$ cat src/sv/uefr_pkg.sv
package uefr_pkg;

    // Header geometry
    localparam int HDR_LEN   = 38;
    localparam int HDR_IDX_W = 6;
    localparam int POS_W     = 6;

    // Byte offsets within the frame
    localparam logic [POS_W-1:0] POS_MAC_LAST   = 6'd5;
    localparam logic [POS_W-1:0] POS_ETYPE_HI   = 6'd12;
    localparam logic [POS_W-1:0] POS_ETYPE_LO   = 6'd13;
    localparam logic [POS_W-1:0] POS_IP_FIRST   = 6'd14;
    localparam logic [POS_W-1:0] POS_PROTO      = 6'd23;
    localparam logic [POS_W-1:0] POS_IPCK_HI    = 6'd24;
    localparam logic [POS_W-1:0] POS_IPCK_LO    = 6'd25;
    localparam logic [POS_W-1:0] POS_DIP_FIRST  = 6'd30;
    localparam logic [POS_W-1:0] POS_DIP_LAST   = 6'd33;
    localparam logic [POS_W-1:0] POS_DPORT_HI   = 6'd36;
    localparam logic [POS_W-1:0] POS_HDR_LAST   = 6'd37;
    localparam logic [POS_W-1:0] POS_FWD_FIRST  = 6'd38;
    localparam logic [POS_W-1:0] POS_UDPCK_HI   = 6'd40;
    localparam logic [POS_W-1:0] POS_UDPCK_LO   = 6'd41;
    localparam logic [POS_W-1:0] POS_MAX        = 6'd63;

    // Protocol constants
    localparam logic [7:0]  ETYPE_IPV4_HI = 8'h08;
    localparam logic [7:0]  ETYPE_IPV4_LO = 8'h00;
    localparam logic [7:0]  IP_PROTO_UDP  = 8'd17;
    localparam logic [15:0] ECHO_PORT_RST = 16'd7;

    // Configuration register indexes
    localparam int CFG_IDX_W  = 2;
    localparam int CFG_DATA_W = 48;
    localparam logic [CFG_IDX_W-1:0] CFG_STATION_MAC = 2'd0;
    localparam logic [CFG_IDX_W-1:0] CFG_STATION_IP  = 2'd1;
    localparam logic [CFG_IDX_W-1:0] CFG_ECHO_PORT   = 2'd2;

    // Controller to datapath commands
    typedef struct packed {
        logic                 store;
        logic [POS_W-1:0]     pos;
        logic                 emit_rd;
        logic                 emit_load;
        logic                 emit_end;
        logic [HDR_IDX_W-1:0] emit_idx;
        logic                 fwd_load;
        logic                 fwd_end;
    } uefr_cmd_t;

    // Datapath to controller status
    typedef struct packed {
        logic out_free;
        logic frame_ok;
    } uefr_stat_t;

    // Header entry that supplies reply byte idx (MACs, IPs and ports swapped)
    function automatic logic [HDR_IDX_W-1:0] reply_src(input logic [HDR_IDX_W-1:0] idx);
        logic [HDR_IDX_W-1:0] src;
        src = idx;
        case (idx) inside
            [6'd0:6'd5]:   src = idx + 6'd6;
            [6'd6:6'd11]:  src = idx - 6'd6;
            [6'd26:6'd29]: src = idx + 6'd4;
            [6'd30:6'd33]: src = idx - 6'd4;
            [6'd34:6'd35]: src = idx + 6'd2;
            [6'd36:6'd37]: src = idx - 6'd2;
            default:       src = idx;
        endcase
        return src;
    endfunction

endpackage

$ cat src/sv/uefr_stream_if.sv
interface uefr_frame_if;
    logic       valid;
    logic       ready;
    logic [7:0] frame_byte;
    logic       frame_end;

    modport source (output valid, output frame_byte, output frame_end, input ready);
    modport sink   (input valid, input frame_byte, input frame_end, output ready);
endinterface

interface uefr_reply_if;
    logic       valid;
    logic       ready;
    logic [7:0] reply_byte;
    logic       reply_end;

    modport source (output valid, output reply_byte, output reply_end, input ready);
    modport sink   (input valid, input reply_byte, input reply_end, output ready);
endinterface

$ cat src/sv/uefr_datapath.sv
module uefr_datapath (
    input  logic                          clk,
    input  logic                          rst_n,
    input  uefr_pkg::uefr_cmd_t           cmd,
    output uefr_pkg::uefr_stat_t          stat,
    input  logic [7:0]                    in_byte,
    output logic                          out_valid,
    input  logic                          out_ready,
    output logic [7:0]                    out_byte,
    output logic                          out_end,
    input  logic                          cfg_we,
    input  logic [uefr_pkg::CFG_IDX_W-1:0]  cfg_index,
    input  logic [uefr_pkg::CFG_DATA_W-1:0] cfg_data
);
    import uefr_pkg::*;

    logic [47:0] station_mac_reg;
    logic [31:0] station_ip_reg;
    logic [15:0] echo_port_reg;

    logic [7:0]  hdr_mem [HDR_LEN];
    logic [7:0]  rd_data_reg;

    logic [47:0] dst_mac_reg;
    logic [31:0] dst_ip_reg;
    logic [7:0]  port_hi_reg;
    logic        type_ok_reg;
    logic        proto_ok_reg;
    logic        ck_nz_reg;
    logic [7:0]  word_hi_reg;
    logic [15:0] ck_acc_reg;
    logic [15:0] ck_acc_next;
    logic [16:0] ck_sum;
    logic        ck_word;

    logic        out_vld_reg;
    logic [7:0]  out_byte_reg;
    logic        out_end_reg;
    logic [7:0]  emit_byte;
    logic [7:0]  fwd_byte;

    // Configuration registers
    always_ff @(posedge clk or negedge rst_n)
    begin
        if (!rst_n)
        begin
            station_mac_reg <= '0;
            station_ip_reg  <= '0;
            echo_port_reg   <= ECHO_PORT_RST;
        end
        else if (cfg_we)
        begin
            case (cfg_index)
                CFG_STATION_MAC: station_mac_reg <= cfg_data[47:0];
                CFG_STATION_IP:  station_ip_reg  <= cfg_data[31:0];
                CFG_ECHO_PORT:   echo_port_reg   <= cfg_data[15:0];
                default:         ;
            endcase
        end
    end

    // Header store: write on arrival, registered read for the reply burst
    always_ff @(posedge clk)
    begin
        if (cmd.store)
        begin
            hdr_mem[cmd.pos] <= in_byte;
        end
        if (cmd.emit_rd)
        begin
            rd_data_reg <= hdr_mem[reply_src(cmd.emit_idx)];
        end
    end

    // Add one header word with end-around carry
    always_comb
    begin
        ck_word = 1'b0;
        if (cmd.pos inside {[6'd15:6'd33]})
        begin
            ck_word = cmd.pos[0] && (cmd.pos != POS_IPCK_LO);
        end
        ck_sum      = {1'b0, (cmd.pos == 6'd15) ? 16'd0 : ck_acc_reg}
                      + {1'b0, word_hi_reg, in_byte};
        ck_acc_next = ck_sum[15:0] + {15'd0, ck_sum[16]};
    end

    // Capture the fields that decide acceptance, and the checksum
    always_ff @(posedge clk)
    begin
        if (cmd.store)
        begin
            if (cmd.pos <= POS_MAC_LAST)
            begin
                dst_mac_reg <= {dst_mac_reg[39:0], in_byte};
            end
            if (cmd.pos inside {[POS_DIP_FIRST:POS_DIP_LAST]})
            begin
                dst_ip_reg <= {dst_ip_reg[23:0], in_byte};
            end
            if (cmd.pos == POS_DPORT_HI)
            begin
                port_hi_reg <= in_byte;
            end
            if (cmd.pos == POS_ETYPE_HI)
            begin
                type_ok_reg <= (in_byte == ETYPE_IPV4_HI);
            end
            if (cmd.pos == POS_ETYPE_LO)
            begin
                type_ok_reg <= type_ok_reg && (in_byte == ETYPE_IPV4_LO);
            end
            if (cmd.pos == POS_PROTO)
            begin
                proto_ok_reg <= (in_byte == IP_PROTO_UDP);
            end
            if (cmd.pos == POS_IPCK_HI)
            begin
                ck_nz_reg <= (in_byte != 8'd0);
            end
            if (cmd.pos == POS_IPCK_LO)
            begin
                ck_nz_reg <= ck_nz_reg || (in_byte != 8'd0);
            end
            if (!cmd.pos[0])
            begin
                word_hi_reg <= in_byte;
            end
            if (ck_word)
            begin
                ck_acc_reg <= ck_acc_next;
            end
        end
    end

    // Decide acceptance on the last header byte
    assign stat.frame_ok = type_ok_reg && proto_ok_reg
                           && (dst_mac_reg == station_mac_reg)
                           && (dst_ip_reg == station_ip_reg)
                           && (port_hi_reg == echo_port_reg[15:8])
                           && (in_byte == echo_port_reg[7:0]);

    // Substitute the recomputed IP checksum when the received one is nonzero, clear the UDP checksum
    always_comb
    begin
        emit_byte = rd_data_reg;
        if (ck_nz_reg && (cmd.emit_idx == POS_IPCK_HI))
        begin
            emit_byte = ~ck_acc_reg[15:8];
        end
        else if (ck_nz_reg && (cmd.emit_idx == POS_IPCK_LO))
        begin
            emit_byte = ~ck_acc_reg[7:0];
        end
        fwd_byte = in_byte;
        if ((cmd.pos == POS_UDPCK_HI) || (cmd.pos == POS_UDPCK_LO))
        begin
            fwd_byte = 8'd0;
        end
    end

    // Output register
    assign stat.out_free = !out_vld_reg || out_ready;

    always_ff @(posedge clk or negedge rst_n)
    begin
        if (!rst_n)
        begin
            out_vld_reg <= 1'b0;
        end
        else if (cmd.emit_load || cmd.fwd_load)
        begin
            out_vld_reg <= 1'b1;
        end
        else if (out_ready)
        begin
            out_vld_reg <= 1'b0;
        end
    end

    always_ff @(posedge clk)
    begin
        if (cmd.emit_load)
        begin
            out_byte_reg <= emit_byte;
            out_end_reg  <= cmd.emit_end;
        end
        else if (cmd.fwd_load)
        begin
            out_byte_reg <= fwd_byte;
            out_end_reg  <= cmd.fwd_end;
        end
    end

    assign out_valid = out_vld_reg;
    assign out_byte  = out_byte_reg;
    assign out_end   = out_end_reg;

    // Commands are mutually exclusive
    a_cmd_excl: assert property (@(posedge clk) disable iff (!rst_n)
        $onehot0({cmd.store, cmd.emit_rd, cmd.emit_load, cmd.fwd_load}))
        else $error("uefr_datapath: overlapping commands");

    // A load never overwrites a beat that is still waiting
    a_no_overwrite: assert property (@(posedge clk) disable iff (!rst_n)
        (cmd.emit_load || cmd.fwd_load) |-> (!out_vld_reg || out_ready))
        else $error("uefr_datapath: output beat overwritten");

endmodule

$ cat src/sv/uefr_ctrl.sv
module uefr_ctrl (
    input  logic                 clk,
    input  logic                 rst_n,
    input  logic                 in_valid,
    input  logic                 in_end,
    output logic                 in_ready,
    input  uefr_pkg::uefr_stat_t stat,
    output uefr_pkg::uefr_cmd_t  cmd
);
    import uefr_pkg::*;

    typedef enum logic [4:0] {
        ST_COLLECT = 5'b00001,
        ST_DISCARD = 5'b00010,
        ST_EMIT_RD = 5'b00100,
        ST_EMIT_WR = 5'b01000,
        ST_FORWARD = 5'b10000
    } state_t;

    state_t               state_reg, state_next;
    logic [POS_W-1:0]     pos_reg, pos_next;
    logic [HDR_IDX_W-1:0] idx_reg, idx_next;
    logic                 end_pend_reg, end_pend_next;
    logic                 accept;

    always_comb
    begin
        state_next    = state_reg;
        pos_next      = pos_reg;
        idx_next      = idx_reg;
        end_pend_next = end_pend_reg;
        in_ready      = 1'b0;

        cmd           = '0;
        cmd.pos       = pos_reg;
        cmd.emit_idx  = idx_reg;
        cmd.fwd_end   = in_end;

        case (state_reg)
            ST_COLLECT:
            begin
                in_ready = 1'b1;
            end
            ST_DISCARD:
            begin
                in_ready = 1'b1;
            end
            ST_FORWARD:
            begin
                in_ready = stat.out_free;
            end
            default:
            begin
                in_ready = 1'b0;
            end
        endcase
        accept = in_valid && in_ready;

        case (state_reg)
            // Store header bytes, validate on the last one
            ST_COLLECT:
            begin
                if (accept)
                begin
                    cmd.store = 1'b1;
                    if (pos_reg == POS_HDR_LAST)
                    begin
                        if (stat.frame_ok)
                        begin
                            state_next    = ST_EMIT_RD;
                            idx_next      = '0;
                            end_pend_next = in_end;
                        end
                        else if (in_end)
                        begin
                            pos_next = '0;
                        end
                        else
                        begin
                            state_next = ST_DISCARD;
                        end
                    end
                    else if (in_end)
                    begin
                        pos_next = '0;
                    end
                    else
                    begin
                        pos_next = pos_reg + 6'd1;
                    end
                end
            end
            // Drop the rest of a rejected frame
            ST_DISCARD:
            begin
                if (accept && in_end)
                begin
                    state_next = ST_COLLECT;
                    pos_next   = '0;
                end
            end
            // Read one reply header byte
            ST_EMIT_RD:
            begin
                cmd.emit_rd = 1'b1;
                state_next  = ST_EMIT_WR;
            end
            // Hand it to the output register once that is free
            ST_EMIT_WR:
            begin
                if (stat.out_free)
                begin
                    cmd.emit_load = 1'b1;
                    cmd.emit_end  = end_pend_reg && (idx_reg == POS_HDR_LAST);
                    if (idx_reg == POS_HDR_LAST)
                    begin
                        if (end_pend_reg)
                        begin
                            state_next = ST_COLLECT;
                            pos_next   = '0;
                        end
                        else
                        begin
                            state_next = ST_FORWARD;
                            pos_next   = POS_FWD_FIRST;
                        end
                    end
                    else
                    begin
                        idx_next   = idx_reg + 6'd1;
                        state_next = ST_EMIT_RD;
                    end
                end
            end
            // Pass payload bytes through
            ST_FORWARD:
            begin
                if (accept)
                begin
                    cmd.fwd_load = 1'b1;
                    if (in_end)
                    begin
                        state_next = ST_COLLECT;
                        pos_next   = '0;
                    end
                    else if (pos_reg != POS_MAX)
                    begin
                        pos_next = pos_reg + 6'd1;
                    end
                end
            end
            default:
            begin
                state_next = ST_COLLECT;
                pos_next   = '0;
            end
        endcase
    end

    always_ff @(posedge clk or negedge rst_n)
    begin
        if (!rst_n)
        begin
            state_reg    <= ST_COLLECT;
            pos_reg      <= '0;
            idx_reg      <= '0;
            end_pend_reg <= 1'b0;
        end
        else
        begin
            state_reg    <= state_next;
            pos_reg      <= pos_next;
            idx_reg      <= idx_next;
            end_pend_reg <= end_pend_next;
        end
    end

    // Header collection never runs past the last header byte
    a_pos_range: assert property (@(posedge clk) disable iff (!rst_n)
        (state_reg == ST_COLLECT) |-> (pos_reg <= POS_HDR_LAST))
        else $error("uefr_ctrl: header position out of range");

    // Reply end mark only on the final header byte of a frame that ended there
    a_emit_end: assert property (@(posedge clk) disable iff (!rst_n)
        cmd.emit_end |-> (cmd.emit_load && end_pend_reg && (idx_reg == POS_HDR_LAST)))
        else $error("uefr_ctrl: misplaced reply end mark");

    // An accepted header always leads into the reply burst from its first byte
    a_burst_start: assert property (@(posedge clk) disable iff (!rst_n)
        (state_reg == ST_COLLECT && accept && pos_reg == POS_HDR_LAST && stat.frame_ok)
        |=> (state_reg == ST_EMIT_RD && idx_reg == '0))
        else $error("uefr_ctrl: reply burst did not start");

    // A load is issued only into a free output register
    a_load_free: assert property (@(posedge clk) disable iff (!rst_n)
        (cmd.emit_load || cmd.fwd_load) |-> stat.out_free)
        else $error("uefr_ctrl: load into a busy output register");

endmodule

$ cat src/sv/udp_echo_frame_responder.sv
// UDP echo responder.
// Channels: frame (sink) takes one received Ethernet byte per beat with a
// last-byte mark; reply (source) gives the echo reply one byte per beat.
// Configuration: cfg_we/cfg_index/cfg_data write station_mac (0),
// station_ip (1) and echo_port (2); other indexes are ignored.
// The first 38 bytes are taken one per cycle and checked on byte 37. An
// accepted header is replayed with MACs, IPs and ports swapped and the IPv4
// checksum recomputed if the received one is nonzero; each byte is a header
// store read, then an output register load once that is free; frame.ready
// is low for the burst. Later bytes pass one per cycle while the output
// register is free, with the UDP checksum bytes cleared. Rejected and short
// frames give no beats. Reset clears the controller, the output valid and
// the config registers (echo_port to 7). When the receiver stalls the reply
// beat holds in the output register and frame.ready drops in forwarding.
module udp_echo_frame_responder (
    input  logic                            clk,
    input  logic                            rst_n,
    uefr_frame_if.sink                      frame,
    uefr_reply_if.source                    reply,
    input  logic                            cfg_we,
    input  logic [uefr_pkg::CFG_IDX_W-1:0]  cfg_index,
    input  logic [uefr_pkg::CFG_DATA_W-1:0] cfg_data
);
    import uefr_pkg::*;

    uefr_cmd_t  cmd;
    uefr_stat_t stat;

    uefr_ctrl u_ctrl (
        .clk      (clk),
        .rst_n    (rst_n),
        .in_valid (frame.valid),
        .in_end   (frame.frame_end),
        .in_ready (frame.ready),
        .stat     (stat),
        .cmd      (cmd)
    );

    uefr_datapath u_datapath (
        .clk       (clk),
        .rst_n     (rst_n),
        .cmd       (cmd),
        .stat      (stat),
        .in_byte   (frame.frame_byte),
        .out_valid (reply.valid),
        .out_ready (reply.ready),
        .out_byte  (reply.reply_byte),
        .out_end   (reply.reply_end),
        .cfg_we    (cfg_we),
        .cfg_index (cfg_index),
        .cfg_data  (cfg_data)
    );

endmodule
$ cat src/flat_wrapper.sv
// flat-port wrapper written by rule: the top's interface ports become plain ports
module udp_echo_frame_responder_flat import uefr_pkg::*;
  (clk, rst_n, cfg_we, cfg_index, cfg_data, frame_valid, frame_frame_byte, frame_frame_end, frame_ready, reply_valid, reply_reply_byte, reply_reply_end, reply_ready);
  uefr_frame_if frame_i ();
  uefr_reply_if reply_i ();
  input  logic clk;
  input  logic rst_n;
  input  logic cfg_we;
  input  logic [uefr_pkg::CFG_IDX_W-1:0] cfg_index;
  input  logic [uefr_pkg::CFG_DATA_W-1:0] cfg_data;
  input wire logic [$bits(frame_i.valid)-1:0] frame_valid;
  input wire logic [$bits(frame_i.frame_byte)-1:0] frame_frame_byte;
  input wire logic [$bits(frame_i.frame_end)-1:0] frame_frame_end;
  output wire logic [$bits(frame_i.ready)-1:0] frame_ready;
  output wire logic [$bits(reply_i.valid)-1:0] reply_valid;
  output wire logic [$bits(reply_i.reply_byte)-1:0] reply_reply_byte;
  output wire logic [$bits(reply_i.reply_end)-1:0] reply_reply_end;
  input wire logic [$bits(reply_i.ready)-1:0] reply_ready;
  assign frame_i.valid = frame_valid;
  assign frame_i.frame_byte = frame_frame_byte;
  assign frame_i.frame_end = frame_frame_end;
  assign frame_ready = frame_i.ready;
  assign reply_valid = reply_i.valid;
  assign reply_reply_byte = reply_i.reply_byte;
  assign reply_reply_end = reply_i.reply_end;
  assign reply_i.ready = reply_ready;
  udp_echo_frame_responder u_core (.clk(clk), .rst_n(rst_n), .frame(frame_i), .reply(reply_i), .cfg_we(cfg_we), .cfg_index(cfg_index), .cfg_data(cfg_data));
endmodule
$ cat config.mk
export PLATFORM = sky130hd
export DESIGN_NAME = udp_echo_frame_responder_flat
export DESIGN_NICKNAME = d
export VERILOG_FILES = /design/src/sv/uefr_pkg.sv /design/src/sv/uefr_stream_if.sv /design/src/sv/uefr_datapath.sv /design/src/sv/uefr_ctrl.sv /design/src/sv/udp_echo_frame_responder.sv /design/src/flat_wrapper.sv
export SDC_FILE = /design/constraint.sdc
export NUM_CORES = 1
export LEC_CHECK = 0
export ABC_AREA = 1
export BUFFER_PORTS_ARGS = -buffer_cell sky130_fd_sc_hd__buf_2
export CORE_MARGIN = 3
export CORE_UTILIZATION = 45
export DETAILED_ROUTE_END_ITERATION = 8
export GPL_ROUTABILITY_DRIVEN = 0
export PLACE_DENSITY = 0.71
export SLEW_MARGIN = 20
export SYNTH_ARGS = -nofsm -noshare
export SYNTH_HDL_FRONTEND = slang
export SYNTH_SLANG_ARGS = --single-unit
$ cat constraint.sdc
create_clock -name clk -period 7.8 [get_ports clk]
set_input_delay 0.39 -clock clk [delete_from_list [all_inputs] [get_ports clk]]
set_output_delay 0.39 -clock clk [all_outputs]
set_load 0.1 [all_outputs]
Word level (Yosys, flattened, before mapping)
Memory sizes are Yosys's and may differ from the RTL's. A register that Yosys moved wholly into a read port is not among the register bits.
Cells that the tools add are included.
- register bits: 239
- memory bits (writable): 304
- input port bits: 64
- output and inout port bits: 11
- word-level logic and storage cells: 200
- memories: 1
- memory list (memory ; depth ; bits a word ; read ports ; clocked after Yosys merged registers in ; write ports ; RTL line ; source):
    u_core.u_datapath.hdr_mem ; 38 ; 8 ; 1 ; 1 ; 1 ; uefr_datapath.sv:21 ; logic [7:0] hdr_mem [HDR_LEN];
- add/sub/neg operators: 10
- order comparisons: 16
- equality and inequality tests: 41
- multiplexer cells: 61
- bitwise logic cells: 4
- reductions and logical operators: 49
- operator list (operator ; number):
    $mux 6 ; 24
    $mux 5 ; 10
    $eq 48x48->1 ; 1
    $mux 8 ; 5
    $eq 32x32->1 ; 1
    $eq 6x5->1 const B ; 5
    $eq 6x6->1 const B ; 5
    $pmux 6 s5 ; 1
    $pmux 5 s5 ; 1
    $le 6x6->1 const B ; 4
    $reduce_and 2->1 ; 11
    $logic_and 1x1->1 ; 20
    $eq 6x4->1 const B ; 3
    $ge 6x5->1 const B ; 3
    $add 16x16->17 ; 1
    $add 16x1->16 ; 1
    $eq 8x8->1 ; 2
    $mux 16 ; 1
    $not 8->8 ; 2
    $mux 1 ; 15
    $ne 2x2->1 const B ; 7
    $add 6x1->6 const B ; 2
    $add 6x3->6 const B ; 2
    $ge 6x6->1 const B ; 2
    38 further kinds ; 52

Logic depth before layout (Yosys ltp)
- depth after elaboration: 9
- depth in mapped cells: 27
- depth with buffers taken out: 26

Hierarchy
A second synthesis with hierarchy kept.
- cells, all modules: 2559
- area total of the unflattened synthesis: 25539.5 µm²
- by module, submodules not included (module ; instances ; cells an instance ; area an instance (µm²) ; sequential area each (µm²)):
    uefr_datapath ; 1 ; 2368 ; 24217.0 ; 15523.6
    uefr_ctrl ; 1 ; 191 ; 1322.5 ; 451.7

Least setup slack after synthesis
OpenSTA, ideal clock, no wires.
- path kind: flip-flop to flip-flop
- start: register u_core.u_datapath.out_vld_reg, in the netlist u_core.u_datapath.out_valid
- end: register u_core.u_datapath.dst_ip_reg[0], enable pin
- library setup time: 0.470 ns
- arrival time: 5.028 ns
- required time: 7.330 ns
- path slack: 2.302 ns
- stages on the path, launching flop included: 11
- path buffers: 1
- clock period less this slack: 5.498 ns
- cell sequence: dfrtp_1 -> inv_1 -> nor2_1 -> nor2_1 -> nor2_1 -> nand2_1 -> nand2_1 -> nor2_1 -> inv_1 -> clkbuf_1 -> a211oi_1
- word-level cells in the longest chain between the ends: 7
- ends and longest elaborated chain (element ; RTL line ; source):
    start: declaration ; uefr_datapath.sv:36 ; logic out_vld_reg;
    start signal: assignment ; uefr_datapath.sv:169 ; out_vld_reg <= 1'b0;
    start signal: assignment ; uefr_datapath.sv:173 ; out_vld_reg <= 1'b1;
    start signal: assignment ; uefr_datapath.sv:177 ; out_vld_reg <= 1'b0;
    $logic_not 1->1 ; uefr_datapath.sv:163 ; assign stat.out_free = !out_vld_reg || out_ready;
    $logic_or 1x1->1 ; uefr_datapath.sv:163 ;
    $pmux 1 s2 ; uefr_ctrl.sv:39 ; case (state_reg)
    via frame_ready ; flat_wrapper.sv:14 ; output wire logic [$bits(frame_i.ready)-1:0] frame_ready;
    $logic_and 1x1->1 ; uefr_ctrl.sv:57 ; accept = in_valid && in_ready;
    $mux 1 ; uefr_ctrl.sv:63 ; if (accept)
    $mux 1 ; uefr_ctrl.sv:59 ; case (state_reg)
    $reduce_and 2->1 (no source line) ; n/a ;
    end signal: assignment ; uefr_datapath.sv:99 ; dst_ip_reg <= {dst_ip_reg[23:0], in_byte};
    end: declaration ; uefr_datapath.sv:25 ; logic [31:0] dst_ip_reg;
The timed path passes the listed nets, and every way through them passes these cells.
A chain may end at the register's enable or synchronous reset.

Worst setup path after layout
- start: register u_core.u_ctrl.pos_reg[1]
- end: register u_core.u_datapath.ck_acc_reg[12], data pin
- word-level cells in the longest chain between the ends: 4
- ends and longest elaborated chain (element ; RTL line ; source):
    start: declaration ; uefr_ctrl.sv:21 ; logic [POS_W-1:0] pos_reg, pos_next;
    start signal: assignment ; uefr_ctrl.sv:172 ; pos_reg <= pos_next;
    $eq 6x4->1 ; uefr_datapath.sv:83 ; ck_sum = {1'b0, (cmd.pos == 6'd15) ? 16'd0 : ck_acc_reg}
    $mux 16 ; uefr_datapath.sv:83 ;
    $add 16x16->17 ; uefr_datapath.sv:84 ; + {1'b0, word_hi_reg, in_byte};
    $add 16x1->16 ; uefr_datapath.sv:85 ; ck_acc_next = ck_sum[15:0] + {15'd0, ck_sum[16]};
    via u_core.u_datapath.ck_acc_next[12] ; uefr_datapath.sv:32 ; logic [15:0] ck_acc_next;
    end signal: assignment ; uefr_datapath.sv:131 ; ck_acc_reg <= ck_acc_next;
    end: declaration ; uefr_datapath.sv:31 ; logic [15:0] ck_acc_reg;
The timed path passes the listed nets, and every way through them passes these cells.

==> impl_metrics.yaml <==
synthesis:
  synth_area_leaders: "edfxtp_1 (52%), dfrtp_1 (11%), nand2_1 (5.9%)"
  ys_async_sr_fraction: 0.209
  synth_cells: 2263
  yosysSeqAreaShare: 0.636
  yosysWarnings: 0
  ys_ff_latch: 551
  synthFlopType: "edfxtp_1"
  synth-edff-count: 436
  synth_top_cell_area_share: 0.522
  synth_top_area_cell: "edfxtp_1"
  ys_types: 46
  syn_area_sq_mm: 0.0251
  synth.net_count: 2364
  avgSynthCellArea_sq_um: 11.1
worst_hold_path:
  worst_hold_path_type: "input pin to register"
  holdPathStages: 3
  hp-start: "cfg_data[17]"
  min_to: "u_core.u_datapath.station_ip_reg[17]"
drt:
  post_drt_wl_per_cell_um: 19.6
  routed_wl_um: 61500
  ant_nets: 0
  dr.pass1.iters: 8
  drc_errors: 0
  vias_per_cell: 5.50
  drt-initial-drc-count: 1914
  vias: 17200
layout:
  utilization: 0.519
  fill_cells: 4735
  drive_above_1_share: 0.102
  syn2layout_area_growth_pct: 12.7
  largest_reg_flops: 304
  sequential_cell_area_sq_mm: 0.0160
  finalInstanceArea_sq_mm: 0.0283
  final_common_cell: "edfxtp_1"
  final_cell_mix: "edfxtp_1 (436), nand2_1 (396), nand3_1 (246), nor2_1 (195), inv_1 (189)"
  fin_nets: 2444
  insertedDiodeCount: 0
  multiInputGateArea_sq_mm: 0.00799
status:
  status: "finished, final reports clean"
clock_tree:
  cts_buffers: 55
  cts.repair.resized: 0
  clock-root-buffer: "clkbuf_16"
  cts_tree: "yes"
  cts.sinks: 551
  clock_latency_ns: 0.63
  post_cts_buffers: 0
  path_clk_slew_ns: 0.07
  cts_hold_buffers: 15
  clockBufferDepth: 3
  htreeDepth: 2
sta:
  final.setup.tns_ns: 0
  post-route-min-period_ns: 5.51
  rsz0062_at_grt: "no"
  maxSlewViolCount: 0
  fmax_mhz: 182
  relSlewSlack: 0.274
  fin_worst_skew_ns: 0.0241
  setup_viol: 0
  hold_violations: 0
  tightest_slew_ns: 1.08
  min_period_over_period: 0.706
floorplan:
  core_area_sq_mm: 0.0545
  boundaryPins: 75
  die_y_um: 242
  initial_utilization: 0.461
  num_rows: 85
  die_x_um: 242
  die_area_sq_mm: 0.0587
setup_path:
  crit_required_ns: 8.16
  critPathSlowestCell: "nor2_2"
  r2r-start: "u_core.u_ctrl.pos_reg[1]"
  cp_max_fo: 16
  crit_type: "register to register"
  cp-start-kind: "register"
  worstPathArrival_ns: 5.87
  r2r_setup_slack_ns: 2.29
  ff2ff_path_depth: 25
  critPathMaxStageDelay_ns: 0.54
  cp-end-kind: "register"
  r2r-end: "u_core.u_datapath.ck_acc_reg[12]"
placed_design:
  placed_cell_area_sq_mm: 0.0261
  io_buffer_count: 74
  hpwl_um: 40100
pwr:
  power_density_mw_per_mm2: 300
  worst_ir_drop_vdd_v: 0.000182
  cellLeakagePower_nw: 10.7
  finalPower_mw: 8.48
run:
  max_cap_violations: 0
global_route:
  grt_pass1_vias: 16700
  antenna_found_initial: 1
  grt_max_degree: 84
  grt_pass1_wl_um: 95100
  grt_overflow: 0
  grt_usage: 0.206
worst max path at each step:
stage                           startpoint                          endpoint  slack, ns  depth (start not counted)
2_1_floorplan  u_core.u_datapath.out_valid   u_core.u_datapath.dst_ip_reg[0]       2.30                         10
3_3_place_gp      u_core.u_ctrl.pos_reg[0]  u_core.u_datapath.ck_acc_reg[12]       2.19                         25
3_5_place_dp      u_core.u_ctrl.pos_reg[1]  u_core.u_datapath.ck_acc_reg[12]       2.14                         25
4_1_cts           u_core.u_ctrl.pos_reg[1]  u_core.u_datapath.ck_acc_reg[12]       2.09                         25
5_1_grt           u_core.u_ctrl.pos_reg[1]  u_core.u_datapath.ck_acc_reg[12]       1.74                         25
6_report          u_core.u_ctrl.pos_reg[1]  u_core.u_datapath.ck_acc_reg[12]       2.29                         25
stage by stage:
| stage | hold WS [ns] | std cells | setup WS, ns |
|---|---|---|---|
| 2_1_floorplan | 0.0944 | 2263 | 2.30 |
| 3_3_place_gp | 0.437 | 3010 | 2.19 |
| 3_5_place_dp | 0.435 | 3010 | 2.14 |
| 4_1_cts | 0.000578 | 3128 | 2.09 |
| 5_1_grt | 0.0228 | 3128 | 1.74 |
| 6_report | 0.0286 | 3128 | 2.29 |
critical path, delay by kind of cell (launching register included):
kind	cells	cell delay, ns
AOI/OAI and AO/OA	5	1.11
DFF	1	0.51
adders and majority gates	3	0.89
and+or+nand+nor	14	2.47
buffers and inverters	2	0.15
xor gates and xnor gates	1	0.10
per-layer routing:
layer,vias up,track usage,routed length (um)
met4,0,0.0774,2250
met5,-,0,0
met2,731,0.326,28400
li1,8022,-,-
met3,152,0.0460,4830
met1,8290,0.279,26000
kinds of logic (layout without fill, tap and decap cells):
group | count (synthesis) | after routing | share of synthesized area
AND/OR/NAND/NOR | 948 | 948 | 0.164
flip-flops | 551 | 551 | 0.636
buffers and inverters | 284 | 410 | 0.0482
AO/OA/AOI/OAI | 228 | 228 | 0.0495
multiplexers | 145 | 145 | 0.0585
XOR/XNOR | 70 | 70 | 0.0244
adder cells (fa/ha/maj) | 37 | 37 | 0.0187
Yosys cell counts (7+ instances only):
library cell	count
edfxtp_1	436
nand2_1	396
nand3_1	248
nor2_1	196
inv_1	189
o21ai_0	145
mux2i_1	132
dfrtp_1	111
xor2_1	43
clkbuf_1	41
a21oi_1	37
ha_1	36
nand4_1	34
xnor2_1	27
nor3_1	25
buf_2	21
nor4_1	17
mux2_2	13
or2_2	13
buf_4	11
o22ai_1	11
buf_6	10
inv_2	10
nand2_2	9
o21ai_1	7
final cells by class:
type                    count  area share
flip-flops and latches    551       0.565
repair buffers            106      0.0230
multi-input cells        1428       0.282
inverters                 201      0.0267
well taps                 739      0.0327
clock buffers              67      0.0510
clock inverters            36      0.0192
report_power, final:
| group | internal [mW] | switching, mW |
|---|---|---|
| clock | 1.70 | 1.16 |
| combinational | 0.648 | 1.35 |
| sequential | 3.42 | 0.199 |
Power figures use the tool's default switching activity.
